==> config.mk <==
export PLATFORM = sky130hd
export DESIGN_NAME = delayed_register_write_queue_unit
export DESIGN_NICKNAME = d
export VERILOG_FILES = /design/src/rtl/drwq_pkg.sv /design/src/rtl/drwq_ctrl.sv /design/src/rtl/drwq_datapath.sv /design/src/rtl/delayed_register_write_queue_unit.sv
export SDC_FILE = /design/constraint.sdc
export NUM_CORES = 1
export LEC_CHECK = 0
export BUFFER_PORTS_ARGS = -buffer_cell sky130_fd_sc_hd__buf_4
export CAP_MARGIN = 10
export CORE_MARGIN = 2
export CORE_UTILIZATION = 45
export DETAILED_ROUTE_END_ITERATION = 8
export PLACE_DENSITY_LB_ADDON = 0.25
export SETUP_SLACK_MARGIN = 0.5
export SLEW_MARGIN = 10
export SYNTH_ARGS = -nofsm -noshare
export SYNTH_HDL_FRONTEND = slang
export SYNTH_SLANG_ARGS = --single-unit
==> constraint.sdc <==
create_clock -name clk -period 5.1 [get_ports clk]
set_input_delay 1.02 -clock clk [delete_from_list [all_inputs] [get_ports clk]]
set_output_delay 1.02 -clock clk [all_outputs]
set_load 0.05 [all_outputs]
==> src/rtl/drwq_pkg.sv <==
// ----------------------------------------------------------------------------
// drwq_pkg
// Shared types and constants of the delayed register write queue: slot pool
// sizing, register address map, strobe codes and controller/datapath links.
// ----------------------------------------------------------------------------
package drwq_pkg;

  localparam int SLOT_COUNT  = 8;
  localparam int MAX_RESULTS = 8;
  localparam int SLOT_IDX_W  = (SLOT_COUNT > 1) ? $clog2(SLOT_COUNT) : 1;
  localparam int CNT_W       = $clog2(MAX_RESULTS + 1);

  // Register addresses decoded at commit.
  localparam logic [5:0] ADDR_VBLANK = 6'h01;
  localparam logic [5:0] ADDR_REFP0  = 6'h0b;
  localparam logic [5:0] ADDR_REFP1  = 6'h0c;
  localparam logic [5:0] ADDR_PF0    = 6'h0d;
  localparam logic [5:0] ADDR_PF1    = 6'h0e;
  localparam logic [5:0] ADDR_PF2    = 6'h0f;
  localparam logic [5:0] ADDR_GRP0   = 6'h1b;
  localparam logic [5:0] ADDR_GRP1   = 6'h1c;
  localparam logic [5:0] ADDR_ENAM0  = 6'h1d;
  localparam logic [5:0] ADDR_ENAM1  = 6'h1e;
  localparam logic [5:0] ADDR_ENABL  = 6'h1f;
  localparam logic [5:0] ADDR_HMP0   = 6'h20;
  localparam logic [5:0] ADDR_HMP1   = 6'h21;
  localparam logic [5:0] ADDR_HMM0   = 6'h22;
  localparam logic [5:0] ADDR_HMM1   = 6'h23;
  localparam logic [5:0] ADDR_HMBL   = 6'h24;
  localparam logic [5:0] ADDR_HMOVE  = 6'h2a;
  localparam logic [5:0] ADDR_HMCLR  = 6'h2b;

  // Bit positions in the flag register.
  localparam int FLAG_VBLANK = 0;
  localparam int FLAG_REFP0  = 1;
  localparam int FLAG_REFP1  = 2;
  localparam int FLAG_ENAM0  = 3;
  localparam int FLAG_ENAM1  = 4;
  localparam int FLAG_ENABL  = 5;

  typedef enum logic [2:0] {
    STB_NONE      = 3'd0,
    STB_GRP0      = 3'd1,
    STB_GRP1      = 3'd2,
    STB_HMOVE     = 3'd3,
    STB_HMCLR     = 3'd4,
    STB_UNHANDLED = 3'd5
  } drwq_strobe_t;

  typedef enum logic {
    REQ_WRITE = 1'b0,
    REQ_TICK  = 1'b1
  } drwq_req_t;

  typedef enum logic {
    KIND_RESPONSE = 1'b0,
    KIND_COMMIT   = 1'b1
  } drwq_kind_t;

  typedef enum logic {
    ST_IDLE = 1'b0,
    ST_SCAN = 1'b1
  } drwq_state_t;

  // Commands from the controller to the datapath.
  typedef struct packed {
    logic                  wr_req;  // queue the request on the input port
    logic                  commit;  // commit slot idx and emit its result
    logic                  hold;    // due slot over the per-tick limit: keep at 1
    logic                  dec;     // count slot idx down by one
    logic                  last;    // emitted commit is the last of this tick
    logic [SLOT_IDX_W-1:0] idx;     // slot under scan
  } drwq_cmd_t;

  // Status from the datapath to the controller.
  typedef struct packed {
    logic cur_valid;  // slot idx holds a write
    logic cur_due;    // slot idx is due on this tick
    logic due_above;  // a slot above idx is due on this tick
    logic out_free;   // result register can load this cycle
  } drwq_sts_t;

endpackage

==> src/rtl/drwq_ctrl.sv <==
// ----------------------------------------------------------------------------
// drwq_ctrl
// Controller: takes requests, and on each tick walks the slot pool one slot a
// cycle, held on a due slot by a full output, issuing count-down and commit commands.
// ----------------------------------------------------------------------------
module drwq_ctrl
  import drwq_pkg::*;
(
  input  logic        clk,
  input  logic        rst_n,
  input  logic        in_valid,
  input  drwq_req_t   in_type,
  output logic        in_ready,
  input  drwq_sts_t   sts,
  output drwq_cmd_t   cmd,
  output drwq_state_t state
);

  drwq_state_t           state_r, state_nxt;
  logic [SLOT_IDX_W-1:0] idx_r, idx_nxt;
  logic [CNT_W-1:0]      count_r, count_nxt;
  logic                  advance;

  always_ff @(posedge clk) begin
    if (!rst_n) begin
      state_r <= ST_IDLE;
      idx_r   <= '0;
      count_r <= '0;
    end else begin
      state_r <= state_nxt;
      idx_r   <= idx_nxt;
      count_r <= count_nxt;
    end
  end

  always_comb begin
    state_nxt  = state_r;
    idx_nxt    = idx_r;
    count_nxt  = count_r;
    in_ready   = 1'b0;
    advance    = 1'b0;
    cmd        = '0;
    cmd.idx    = idx_r;
    cmd.last   = (count_r == CNT_W'(MAX_RESULTS - 1)) || !sts.due_above;
    case (state_r)
      ST_IDLE: begin
        in_ready = sts.out_free;
        if (in_valid && sts.out_free) begin
          if (in_type == REQ_WRITE) begin
            cmd.wr_req = 1'b1;
          end else begin
            state_nxt = ST_SCAN;
            idx_nxt   = '0;
            count_nxt = '0;
          end
        end
      end
      ST_SCAN: begin
        if (sts.cur_valid && sts.cur_due) begin
          if (count_r >= CNT_W'(MAX_RESULTS)) begin
            cmd.hold = 1'b1;
            advance  = 1'b1;
          end else if (sts.out_free) begin
            cmd.commit = 1'b1;
            count_nxt  = count_r + CNT_W'(1);
            advance    = 1'b1;
          end
        end else begin
          cmd.dec = sts.cur_valid;
          advance = 1'b1;
        end
        if (advance) begin
          if (idx_r == SLOT_IDX_W'(SLOT_COUNT - 1)) begin
            state_nxt = ST_IDLE;
          end else begin
            idx_nxt = idx_r + SLOT_IDX_W'(1);
          end
        end
      end
      default: begin
        state_nxt = ST_IDLE;
      end
    endcase
  end

  assign state = state_r;

endmodule

==> src/rtl/drwq_datapath.sv <==
// ----------------------------------------------------------------------------
// drwq_datapath
// Datapath: slot pool, address decode into the kept registers, and the
// result register that parts the controller from the output channel.
// ----------------------------------------------------------------------------
module drwq_datapath
  import drwq_pkg::*;
(
  input  logic         clk,
  input  logic         rst_n,
  input  drwq_cmd_t    cmd,
  output drwq_sts_t    sts,
  input  logic [5:0]   in_address,
  input  logic [7:0]   in_data,
  input  logic [6:0]   in_delay,
  output logic         out_valid,
  input  logic         out_ready,
  output drwq_kind_t   out_kind,
  output logic         out_accepted,
  output logic [5:0]   out_address,
  output logic [7:0]   out_data,
  output drwq_strobe_t out_strobe,
  output logic [19:0]  out_playfield,
  output logic [5:0]   out_flags,
  output logic [19:0]  out_offsets,
  output logic         out_last
);

  logic [SLOT_COUNT-1:0] valid_r;
  logic [5:0]            addr_r [SLOT_COUNT];
  logic [7:0]            data_r [SLOT_COUNT];
  logic [6:0]            cd_r   [SLOT_COUNT];

  logic [19:0] pf_r, pf_nxt;
  logic [5:0]  fl_r, fl_nxt;
  logic [19:0] off_r, off_nxt;

  logic                  out_valid_r;
  drwq_kind_t            kind_r;
  logic                  acc_r;
  logic [5:0]            oaddr_r;
  logic [7:0]            odata_r;
  drwq_strobe_t          strobe_r, strobe_nxt;
  logic [19:0]           opf_r;
  logic [5:0]            ofl_r;
  logic [19:0]           ooff_r;
  logic                  olast_r;

  logic                  free_found;
  logic [SLOT_IDX_W-1:0] free_idx;
  logic [SLOT_COUNT-1:0] due;
  logic                  due_above;
  logic [5:0]            c_addr;
  logic [7:0]            c_data;
  logic [3:0]            nib;
  logic                  load;
  logic                  out_free;

  // Lowest free slot; descending walk so the lowest index wins.
  always_comb begin
    free_found = 1'b0;
    free_idx   = '0;
    for (int i = SLOT_COUNT - 1; i >= 0; i--) begin
      if (!valid_r[i]) begin
        free_found = 1'b1;
        free_idx   = SLOT_IDX_W'(i);
      end
    end
  end

  always_comb begin
    due_above = 1'b0;
    for (int j = 0; j < SLOT_COUNT; j++) begin
      due[j] = valid_r[j] && (cd_r[j] <= 7'd1);
      if (due[j] && (SLOT_IDX_W'(j) > cmd.idx)) begin
        due_above = 1'b1;
      end
    end
  end

  assign c_addr = addr_r[cmd.idx];
  assign c_data = data_r[cmd.idx];
  assign nib    = c_data[7:4];

  // Effect of committing the slot under scan on the kept registers.
  always_comb begin
    pf_nxt     = pf_r;
    fl_nxt     = fl_r;
    off_nxt    = off_r;
    strobe_nxt = STB_NONE;
    case (c_addr)
      ADDR_VBLANK: fl_nxt[FLAG_VBLANK] = c_data[1];
      ADDR_REFP0:  fl_nxt[FLAG_REFP0]  = c_data[3];
      ADDR_REFP1:  fl_nxt[FLAG_REFP1]  = c_data[3];
      ADDR_PF0:    pf_nxt[3:0]         = nib;
      ADDR_PF1: begin
        // This byte lands bit-reversed in the playfield.
        for (int n = 0; n < 8; n++) begin
          pf_nxt[4 + n] = c_data[7 - n];
        end
      end
      ADDR_PF2:    pf_nxt[19:12]       = c_data;
      ADDR_GRP0:   strobe_nxt          = STB_GRP0;
      ADDR_GRP1:   strobe_nxt          = STB_GRP1;
      ADDR_ENAM0:  fl_nxt[FLAG_ENAM0]  = c_data[1];
      ADDR_ENAM1:  fl_nxt[FLAG_ENAM1]  = c_data[1];
      ADDR_ENABL:  fl_nxt[FLAG_ENABL]  = c_data[1];
      ADDR_HMP0:   off_nxt[3:0]        = nib;
      ADDR_HMP1:   off_nxt[7:4]        = nib;
      ADDR_HMM0:   off_nxt[11:8]       = nib;
      ADDR_HMM1:   off_nxt[15:12]      = nib;
      ADDR_HMBL:   off_nxt[19:16]      = nib;
      ADDR_HMOVE:  strobe_nxt          = STB_HMOVE;
      ADDR_HMCLR: begin
        off_nxt    = '0;
        strobe_nxt = STB_HMCLR;
      end
      default:     strobe_nxt          = STB_UNHANDLED;
    endcase
  end

  always_ff @(posedge clk) begin
    if (!rst_n) begin
      valid_r <= '0;
      pf_r    <= '0;
      fl_r    <= '0;
      off_r   <= '0;
    end else begin
      if (cmd.wr_req && free_found) begin
        valid_r[free_idx] <= 1'b1;
      end
      if (cmd.commit) begin
        valid_r[cmd.idx] <= 1'b0;
        pf_r             <= pf_nxt;
        fl_r             <= fl_nxt;
        off_r            <= off_nxt;
      end
    end
  end

  always_ff @(posedge clk) begin
    if (cmd.wr_req && free_found) begin
      addr_r[free_idx] <= in_address;
      data_r[free_idx] <= in_data;
      cd_r[free_idx]   <= (in_delay == 7'd0) ? 7'd1 : in_delay;
    end
    if (cmd.hold) begin
      cd_r[cmd.idx] <= 7'd1;
    end else if (cmd.dec) begin
      cd_r[cmd.idx] <= cd_r[cmd.idx] - 7'd1;
    end
  end

  assign load     = cmd.wr_req || cmd.commit;
  assign out_free = !out_valid_r || out_ready;

  always_ff @(posedge clk) begin
    if (!rst_n) begin
      out_valid_r <= 1'b0;
    end else if (load) begin
      out_valid_r <= 1'b1;
    end else if (out_ready) begin
      out_valid_r <= 1'b0;
    end
  end

  always_ff @(posedge clk) begin
    if (cmd.commit) begin
      kind_r   <= KIND_COMMIT;
      acc_r    <= 1'b0;
      oaddr_r  <= c_addr;
      odata_r  <= c_data;
      strobe_r <= strobe_nxt;
      opf_r    <= pf_nxt;
      ofl_r    <= fl_nxt;
      ooff_r   <= off_nxt;
      olast_r  <= cmd.last;
    end else if (cmd.wr_req) begin
      kind_r   <= KIND_RESPONSE;
      acc_r    <= free_found;
      oaddr_r  <= '0;
      odata_r  <= '0;
      strobe_r <= STB_NONE;
      opf_r    <= pf_r;
      ofl_r    <= fl_r;
      ooff_r   <= off_r;
      olast_r  <= 1'b1;
    end
  end

  assign sts.cur_valid = valid_r[cmd.idx];
  assign sts.cur_due   = cd_r[cmd.idx] <= 7'd1;
  assign sts.due_above = due_above;
  assign sts.out_free  = out_free;

  assign out_valid     = out_valid_r;
  assign out_kind      = kind_r;
  assign out_accepted  = acc_r;
  assign out_address   = oaddr_r;
  assign out_data      = odata_r;
  assign out_strobe    = strobe_r;
  assign out_playfield = opf_r;
  assign out_flags     = ofl_r;
  assign out_offsets   = ooff_r;
  assign out_last      = olast_r;

endmodule

==> src/rtl/delayed_register_write_queue_unit.sv <==
// Write request: once accepted, its response sits in the result register next cycle.
// Tick: once accepted, it starts a scan of the slot pool at one slot per cycle, which pauses
// on a due slot while the output holds off a commit.
// The scan length is set by the controller walking the slots through a single commit path.
// Reset (synchronous, rst_n low) empties every slot and clears the playfield, flag and motion
// offset registers; slot contents are not cleared and need no clearing pass.
// ----------------------------------------------------------------------------
// delayed_register_write_queue_unit
// Pool of delayed register writes that count down on ticks and commit in slot
// order, decoding each commit into playfield, flag and motion-offset state.
// ----------------------------------------------------------------------------
module delayed_register_write_queue_unit
  import drwq_pkg::*;
(
  input  logic        clk,
  input  logic        rst_n,
  // Request channel.
  input  logic        in_tvalid,
  output logic        in_tready,
  input  logic [23:0] in_tdata,   // reg_address[5:0], write_data[13:6], delay_ticks[20:14], zero
  input  logic        in_tuser,   // req_type: 0 write request, 1 tick
  // Result channel.
  output logic        out_tvalid,
  input  logic        out_tready,
  output logic [63:0] out_tdata,  // accepted[0], commit_address[6:1], commit_data[14:7],
                                  // strobe_code[17:15], playfield_bits[37:18],
                                  // control_flags[43:38], motion_offsets[63:44]
  output logic        out_tuser,  // result_kind: 0 request response, 1 commit
  output logic        out_tlast   // last_result
);

  // The controller and the datapath talk only through these two bundles.
  drwq_cmd_t    cmd;
  drwq_sts_t    sts;
  drwq_state_t  state;

  drwq_kind_t   res_kind;
  logic         res_accepted;
  logic [5:0]   res_address;
  logic [7:0]   res_data;
  drwq_strobe_t res_strobe;
  logic [19:0]  res_playfield;
  logic [5:0]   res_flags;
  logic [19:0]  res_offsets;

  // The controller accepts a request only while idle and while the result
  // register can take the response, so a write request never waits inside.
  drwq_ctrl u_ctrl (
    .clk      (clk),
    .rst_n    (rst_n),
    .in_valid (in_tvalid),
    .in_type  (drwq_req_t'(in_tuser)),
    .in_ready (in_tready),
    .sts      (sts),
    .cmd      (cmd),
    .state    (state)
  );

  // The datapath holds the slots and the decoded state, and owns the result
  // register that parts the scan from a stalled output.
  drwq_datapath u_datapath (
    .clk           (clk),
    .rst_n         (rst_n),
    .cmd           (cmd),
    .sts           (sts),
    .in_address    (in_tdata[5:0]),
    .in_data       (in_tdata[13:6]),
    .in_delay      (in_tdata[20:14]),
    .out_valid     (out_tvalid),
    .out_ready     (out_tready),
    .out_kind      (res_kind),
    .out_accepted  (res_accepted),
    .out_address   (res_address),
    .out_data      (res_data),
    .out_strobe    (res_strobe),
    .out_playfield (res_playfield),
    .out_flags     (res_flags),
    .out_offsets   (res_offsets),
    .out_last      (out_tlast)
  );

  assign out_tuser = res_kind;
  assign out_tdata = {res_offsets, res_flags, res_playfield, res_strobe,
                      res_data, res_address, res_accepted};

  // A request response is always the only result of its request.
  a_response_last: assert property (@(posedge clk) disable iff (!rst_n)
    out_tvalid && (out_tuser == KIND_RESPONSE) |-> out_tlast)
    else $error("request response without last marker");

  // Commits never claim to have taken a slot.
  a_commit_not_accepted: assert property (@(posedge clk) disable iff (!rst_n)
    out_tvalid && (out_tuser == KIND_COMMIT) |-> !out_tdata[0])
    else $error("commit result flagged as accepted");

  // No new request is taken while a tick scan is running.
  a_no_accept_in_scan: assert property (@(posedge clk) disable iff (!rst_n)
    (state == ST_SCAN) |-> !in_tready)
    else $error("request accepted during a scan");

  // A commit never overwrites a result that is still waiting.
  a_no_overwrite: assert property (@(posedge clk) disable iff (!rst_n)
    cmd.commit |-> (!out_tvalid || out_tready))
    else $error("commit issued onto an occupied result register");

endmodule

==> run_results.csv, run 1 <==
group,metric,value,unit
min_path,hp-class,"reg -> reg",
yosys,ys_seq_area_frac,0.670,
timing,worst_slew_margin_rel,0.292,
clock_tree,path_clk_slew,0.06,ns
clock_tree,cts_htree_levels,1,
yosys,synth_nets,911,
critical_path,required,5.37,ns
yosys,ys_types,58,
timing,period_needed,4.09,ns
pwr,irDropWorstVdd,0.000210,V
yosys,yosysWarnings,0,
clock_tree,clk_path_buf_depth,3,
cells_and_area,final_cell_area,14600,um^2
yosys,yosys-top-cells-count,"edfxtp_1 (232), nand2_1 (94), dfxtp_1 (68), nor2_1 (61), mux2_2 (40)",
route,wl_per_cell,20.1,um
floorplanning,start_util,0.460,
route,dr_wl_met2,11.9,mm
cells_and_area,post_route_cells_drive_above_1_share,0.259,
timing,setup_violations,0,
yosys,synth_top_cell_area_share,0.561,
global_route,grt_pass1_vias,7298,
floorplanning,pin_count,97,
global_route,grt_first_pass_wirelength,41.9,mm
floorplanning,rows,60,
timing,worst_slew_pin_slew,1.03,ns
global_route,grt_overflow,0,
clock_tree,cts-buffers-inserted,30,
yosys,synth_most_common_cell,"edfxtp_1",
cells_and_area,num_antenna_cells,0,
cells_and_area,fillers,2192,
placement,hpwl,18.0,mm
cells_and_area,syn2layout_area_growth,17.3,%
yosys,syn_inst,874,
pwr,power,5.26,mW
critical_path,crit_family,"simple AND/OR/NAND/NOR gates",
timing,skew,0.0102,ns
route,m1WireLength,12.4,mm
critical_path,cp_data_arrival_time,4.36,ns
clock_tree,root_buffer,"clkbuf_16",
timing,holdWs,0.457,ns
route,drt_iter0_drc,754,
floorplanning,fp.dieH,170,um
global_route,antenna_found_initial,1,
route,ant_nets,0,
yosys,syn_area,12400,um^2
route,vias,7557,
critical_path,r2r_slack,1.01,ns
critical_path,critical_path.max_stage_delay,0.68,ns
floorplanning,coreArea,27000,um^2
route,wl_met3,2.02,mm
yosys,ys_ff_latch,300,
critical_path,cp-end-kind,"flip-flop",
clock_tree,postCtsHoldBufs,0,
route,via_per_inst,5.62,
placement,place.gp.congestion,0.828,
route,wl,27.0,mm
global_route,grt_usage,0.188,
floorplanning,die_x,170,um
timing,timing_hold_violations_final,0,
yosys,async_flop_share,0,
clock_tree,tritoncts,"built",
critical_path,slowest_stage,"mux2i_1",
critical_path,worstPathCellList,"buf_4 > mux4_2 > mux2i_1 > nand3_1 > nor4_1 > a21oi_1 > nor2_1 > o22ai_1",
critical_path,critPathLaunchType,"flip-flop",
run,drv_cap,0,
clock_tree,postCtsResizedCells,0,
route,first_pass_iters,5,
critical_path,worstSetupPathType,"reg -> reg",
yosys,synthTopCellsByArea,"edfxtp_1 (56%), dfxtp_1 (11%), mux4_2 (7.1%)",
yosys,synth-edff-count,232,
critical_path,crit_buf_inv,1,
yosys,syn_avg_cell_area,14.2,um^2
route,drc,0,
yosys,synthFlopType,"edfxtp_1",
timing,fmax,245,MHz
placement,portBuffers,93,
clock_tree,clkLatencyLatePin,0.56,ns
yosys,yosysTopAreaCell,"edfxtp_1",
outcome,status,"completed",
clock_tree,numClockSinks,300,
clock_tree,cts_setup_buffers,0,
floorplanning,die_area,29000,um^2
timing,finalCritPeriodShare,0.802,
critical_path,cp_max_fo,16,
placement,dpl.cell_count,1288,
pwr,p_per_area,361,nW/um^2
cells_and_area,nets,1016,
timing,fin_setup_tns,0,ns
cells_and_area,final_cells,1344,
timing,drv_slew,0,
timing,rsz0062_at_grt,"false",
global_route,grt_max_degree,81,
route,top_layer,"met4",
placement,placed_cell_area,13500,um^2
pwr,power.leakage,5.09,nW
[registers in the layout (all words and copies together) (netlist names), 3 cells and up, named ones only]
name                      cells
u_datapath.out_offsets       20
u_datapath.valid_r            8
u_datapath.cd_r              56
u_datapath.fl_r               6
u_datapath.out_data           8
u_datapath.out_address        6
u_datapath.data_r            64
u_datapath.out_playfield     20
u_ctrl.idx_r                  3
u_datapath.off_r             20
u_datapath.out_flags          6
u_datapath.pf_r              20
u_datapath.out_strobe         3
u_datapath.addr_r            48
u_ctrl.count_r                4
[cells in the final DEF, fill, tap and decap left out, types with 10 or more instances in the layout]
master,n
a21boi_0,10
a21oi_1,25
and2_1,23
buf_4,112
clkbuf_16,33
dfxtp_1,65
edfxtp_1,232
inv_1,21
mux2_2,40
mux2i_1,25
mux4_2,39
nand2_1,93
nand3_1,31
nand4_1,12
nor2_1,58
nor4_1,15
o21ai_0,38
[final timing paths]
path,from,endpoint,cells past startpoint
hold / removal,u_datapath.out_kind$_SDFFE_PN1P_,u_datapath.out_kind$_SDFFE_PN1P_,2
hold reg to reg,u_datapath.out_kind$_SDFFE_PN1P_,u_datapath.out_kind$_SDFFE_PN1P_,2
setup / recovery,flip-flop,u_datapath.out_offsets[2]$_DFFE_PP_,8
setup reg to reg,flip-flop,u_datapath.out_offsets[2]$_DFFE_PP_,8
[worst min-delay path, cell delays in order (launching register included)]
cell	delay (ns)
dfxtp_1	0.32
nand2_1	0.06
nand2_1	0.04
[logic make-up (layout without fill, tap and decap cells)]
kind of cell | count (synthesis) | after routing | share of synthesized area
xor+xnor | 4 | 4 | 0.00282
buf+inv | 60 | 189 | 0.0211
simple gates | 282 | 282 | 0.113
compound gates | 116 | 116 | 0.0577
fa+ha+maj | 8 | 8 | 0.00806
mux | 104 | 104 | 0.127
flops | 300 | 300 | 0.670
[report_power, final]
part           internal [mW]  switching, mW
Clock                   1.34          0.924
Sequential              2.67         0.0223
Combinational         0.0939          0.217
Total                   4.10           1.16
[metal layers]
| layer | global-route usage | up-vias |
|---|---|---|
| met4 | 0.0546 | 0 |
| met2 | 0.287 | 251 |
| met1 | 0.276 | 3732 |
| met5 | 0 | - |
| met3 | 0.0356 | 48 |
| li1 | - | 3526 |
[final cells by class]
cell class / instances / area (um^2) / share of cell area
Sequential cell: 300 / 8330 / 0.571
Multi-Input combinational cell: 514 / 3860 / 0.265
Clock buffer: 45 / 911 / 0.0625
Timing Repair Buffer: 112 / 841 / 0.0577
Tap cell: 341 / 427 / 0.0293
Clock inverter: 11 / 125 / 0.00858
Inverter: 21 / 78.8 / 0.00541
[stage by stage]
step / util / worst slack (ns)
floorplan: - / 1.29
global placement: 0.501 / 0.986
detailed placement: 0.501 / 0.998
CTS: 0.539 / 0.972
global route: 0.539 / 0.610
finish: 0.539 / 1.01
Power figures use the tool's default switching activity.
==> run 2, diff against run 1 <==
==> constraint.sdc (replaced) <==
create_clock -name clk -period 4.25 [get_ports clk]
set_input_delay 0.85 -clock clk [delete_from_list [all_inputs] [get_ports clk]]
set_output_delay 0.85 -clock clk [all_outputs]
set_load 0.05 [all_outputs]
==> run 2 against run 1 <==
  * Die area is the same
  * Via count increased by 1.2%
  * Non-clock buffer count increased by 19
  * Combinational power is 24% higher
  * First-iteration DRC count shrank 19%
  * Total power rose by 21%
  * Worst setup slack worse by 0.26 ns
  * Sequential share of layout area decreased by 0.64 points
  * Core utilization rose by 0.62 points
  * Critical path type unchanged
==> run_results.csv, run 2 (synthesized netlist as in run 1, its figures left out) <==
group,metric,value,unit
outcome,status,"completed",
clock_tree,numClockSinks,300,
pwr,power,6.36,mW
cells_and_area,final_common_cell,"edfxtp_1",
timing,worst_slew_margin_rel,0.329,
cells_and_area,fillers,2231,
clock_tree,path_clk_slew,0.06,ns
clock_tree,cts_htree_levels,1,
cells_and_area,num_antenna_cells,0,
pwr,p_per_area,432,nW/um^2
cells_and_area,layout_common_cells,"edfxtp_1 (232), buf_4 (129), nand2_1 (93), dfxtp_1 (65), nor2_1 (61)",
cells_and_area,nets,1035,
floorplanning,pin_count,97,
route,vias,7650,
timing,fmax,286,MHz
cells_and_area,ff_latch_area,8330,um^2
global_route,grt_max_degree,81,
timing,worst_slew_pin_slew,0.997,ns
timing,drv_slew,0,
clock_tree,clkLatencyLatePin,0.57,ns
pwr,irDropWorstVdd,0.000281,V
route,first_pass_iters,7,
clock_tree,cts-buffers-inserted,30,
timing,period_needed,3.50,ns
global_route,antenna_found_initial,0,
critical_path,critPathLaunchType,"flip-flop",
global_route,grt_pass1_vias,7153,
clock_tree,postCtsHoldBufs,0,
cells_and_area,multi_input_area,3850,um^2
clock_tree,tritoncts,"built",
timing,rsz0062_at_grt,"true",
critical_path,worstRegToRegCells,8,
global_route,grt_usage,0.183,
critical_path,cp-end-kind,"flip-flop",
critical_path,cp_data_arrival_time,3.95,ns
cells_and_area,largest_register_ffs,64,
route,via_per_inst,5.61,
critical_path,worstPathCellList,"buf_4 > mux4_2 > mux2i_1 > and4_1 > nand4_4 > nor3_2 > mux2_2 > and2_1",
route,ant_nets,0,
floorplanning,start_util,0.460,
cells_and_area,syn2layout_area_growth,18.7,%
floorplanning,rows,60,
run,drv_cap,0,
cells_and_area,post_route_cells_drive_above_1_share,0.272,
clock_tree,root_buffer,"clkbuf_16",
critical_path,required,4.71,ns
pwr,power.leakage,5.22,nW
placement,hpwl,17.7,mm
critical_path,reg2reg_to,"u_datapath.pf_r[1]$_SDFFE_PN0N_",
critical_path,slowest_stage,"mux4_2",
route,wl,26.5,mm
timing,setup_violations,0,
cells_and_area,largest-register,"u_datapath.data_r",
clock_tree,clk_path_buf_depth,3,
placement,portBuffers,93,
critical_path,worstSetupPathType,"reg -> reg",
critical_path,critical_path.max_stage_delay,0.55,ns
global_route,grt_first_pass_wirelength,40.6,mm
cells_and_area,top_regs,"u_datapath.data_r: 64 flops, u_datapath.cd_r: 56 flops, u_datapath.addr_r: 48 flops",
floorplanning,die_area,29000,um^2
placement,place.gp.congestion,0.861,
global_route,grt_overflow,0,
route,drc,0,
route,wl_per_cell,19.5,um
critical_path,r2r_slack,0.75,ns
floorplanning,fp.dieH,170,um
floorplanning,die_x,170,um
min_path,hp-class,"reg -> reg",
critical_path,critPathCapture,"u_datapath.pf_r[1]$_SDFFE_PN0N_",
timing,timing_hold_violations_final,0,
critical_path,cp_max_fo,15,
floorplanning,coreArea,27000,um^2
timing,fin_setup_tns,0,ns
route,drt_iter0_drc,609,
timing,skew,0.0213,ns
timing,finalCritPeriodShare,0.823,
==> run 2: cell types whose count changed in the layout (fill, tap and decap cells not counted), sizes merged <==
cell,before,now
buf,112,131
clkbuf,45,32
clkinv,7,16
bufinv,2,6
clkinvlp,2,1
inv,21,22
==> run 2: worst max-delay path: cells and delay by family, from the launching register on <==
family,cells,cell delay (ns)
AND/OR/NAND/NOR,4,1.31
multiplexers,3,1.27
flip-flops,1,0.53
buffers and inverters,1,0.25
==> run 2: how the worst min path moves through the flow <==
stage,start,to,slack (ns),cells past startpoint
after floorplan,u_datapath.fl_r[4]$_SDFFE_PN0N_,u_datapath.fl_r[4]$_SDFFE_PN0N_,0.43,2
after global placement,u_datapath.pf_r[9]$_SDFFE_PN0N_,u_datapath.pf_r[9]$_SDFFE_PN0N_,0.44,2
after detailed placement,u_datapath.pf_r[6]$_SDFFE_PN0N_,u_datapath.pf_r[6]$_SDFFE_PN0N_,0.45,2
after CTS,u_datapath.pf_r[6]$_SDFFE_PN0N_,u_datapath.pf_r[6]$_SDFFE_PN0N_,0.46,2
after global routing,u_datapath.out_kind$_SDFFE_PN1P_,u_datapath.out_kind$_SDFFE_PN1P_,0.47,2
final,u_datapath.pf_r[6]$_SDFFE_PN0N_,u_datapath.pf_r[6]$_SDFFE_PN0N_,0.46,2
==> run 2: routing by layer <==
metal	GRT usage	routed length (um)	up-vias
li1	-	-	3583
met1	0.270	12400	3771
met2	0.286	12000	267
met3	0.0286	1730	29
met4	0.0412	331	0
met5	0	0	-
==> run 2: power breakdown <==
part	switching (mW)	internal, mW	leakage (nW)
sequential	0.0243	3.20	2.68
combinational	0.265	0.121	2.02
clock	1.09	1.66	0.520
total	1.38	4.99	5.22
==> run 2: final cells by class <==
class,instances,area share
sequential,300,0.565
multi-input combinational,514,0.261
timing repair buffer,131,0.0678
clock buffer,32,0.0514
tap,341,0.0289
clock inverter,24,0.0200
inverter,21,0.00535
==> run 2: per-stage QoR <==
stage	cell area [um^2]	setup WS [ns]	instances	util	hold WS [ns]
floorplan	12400	0.888	874	-	0.432
global placement	13700	0.624	1306	0.506	0.441
detailed placement	13700	0.604	1306	0.506	0.449
CTS	14700	0.591	1362	0.545	0.458
global route	14700	0.483	1363	0.546	0.471
finish	14700	0.754	1363	0.546	0.457
==> run 2: repair_timing <==
item                       CTS  global route
setup buffers                0             1
resized for setup            0             2
setup endpoints to repair    0            88
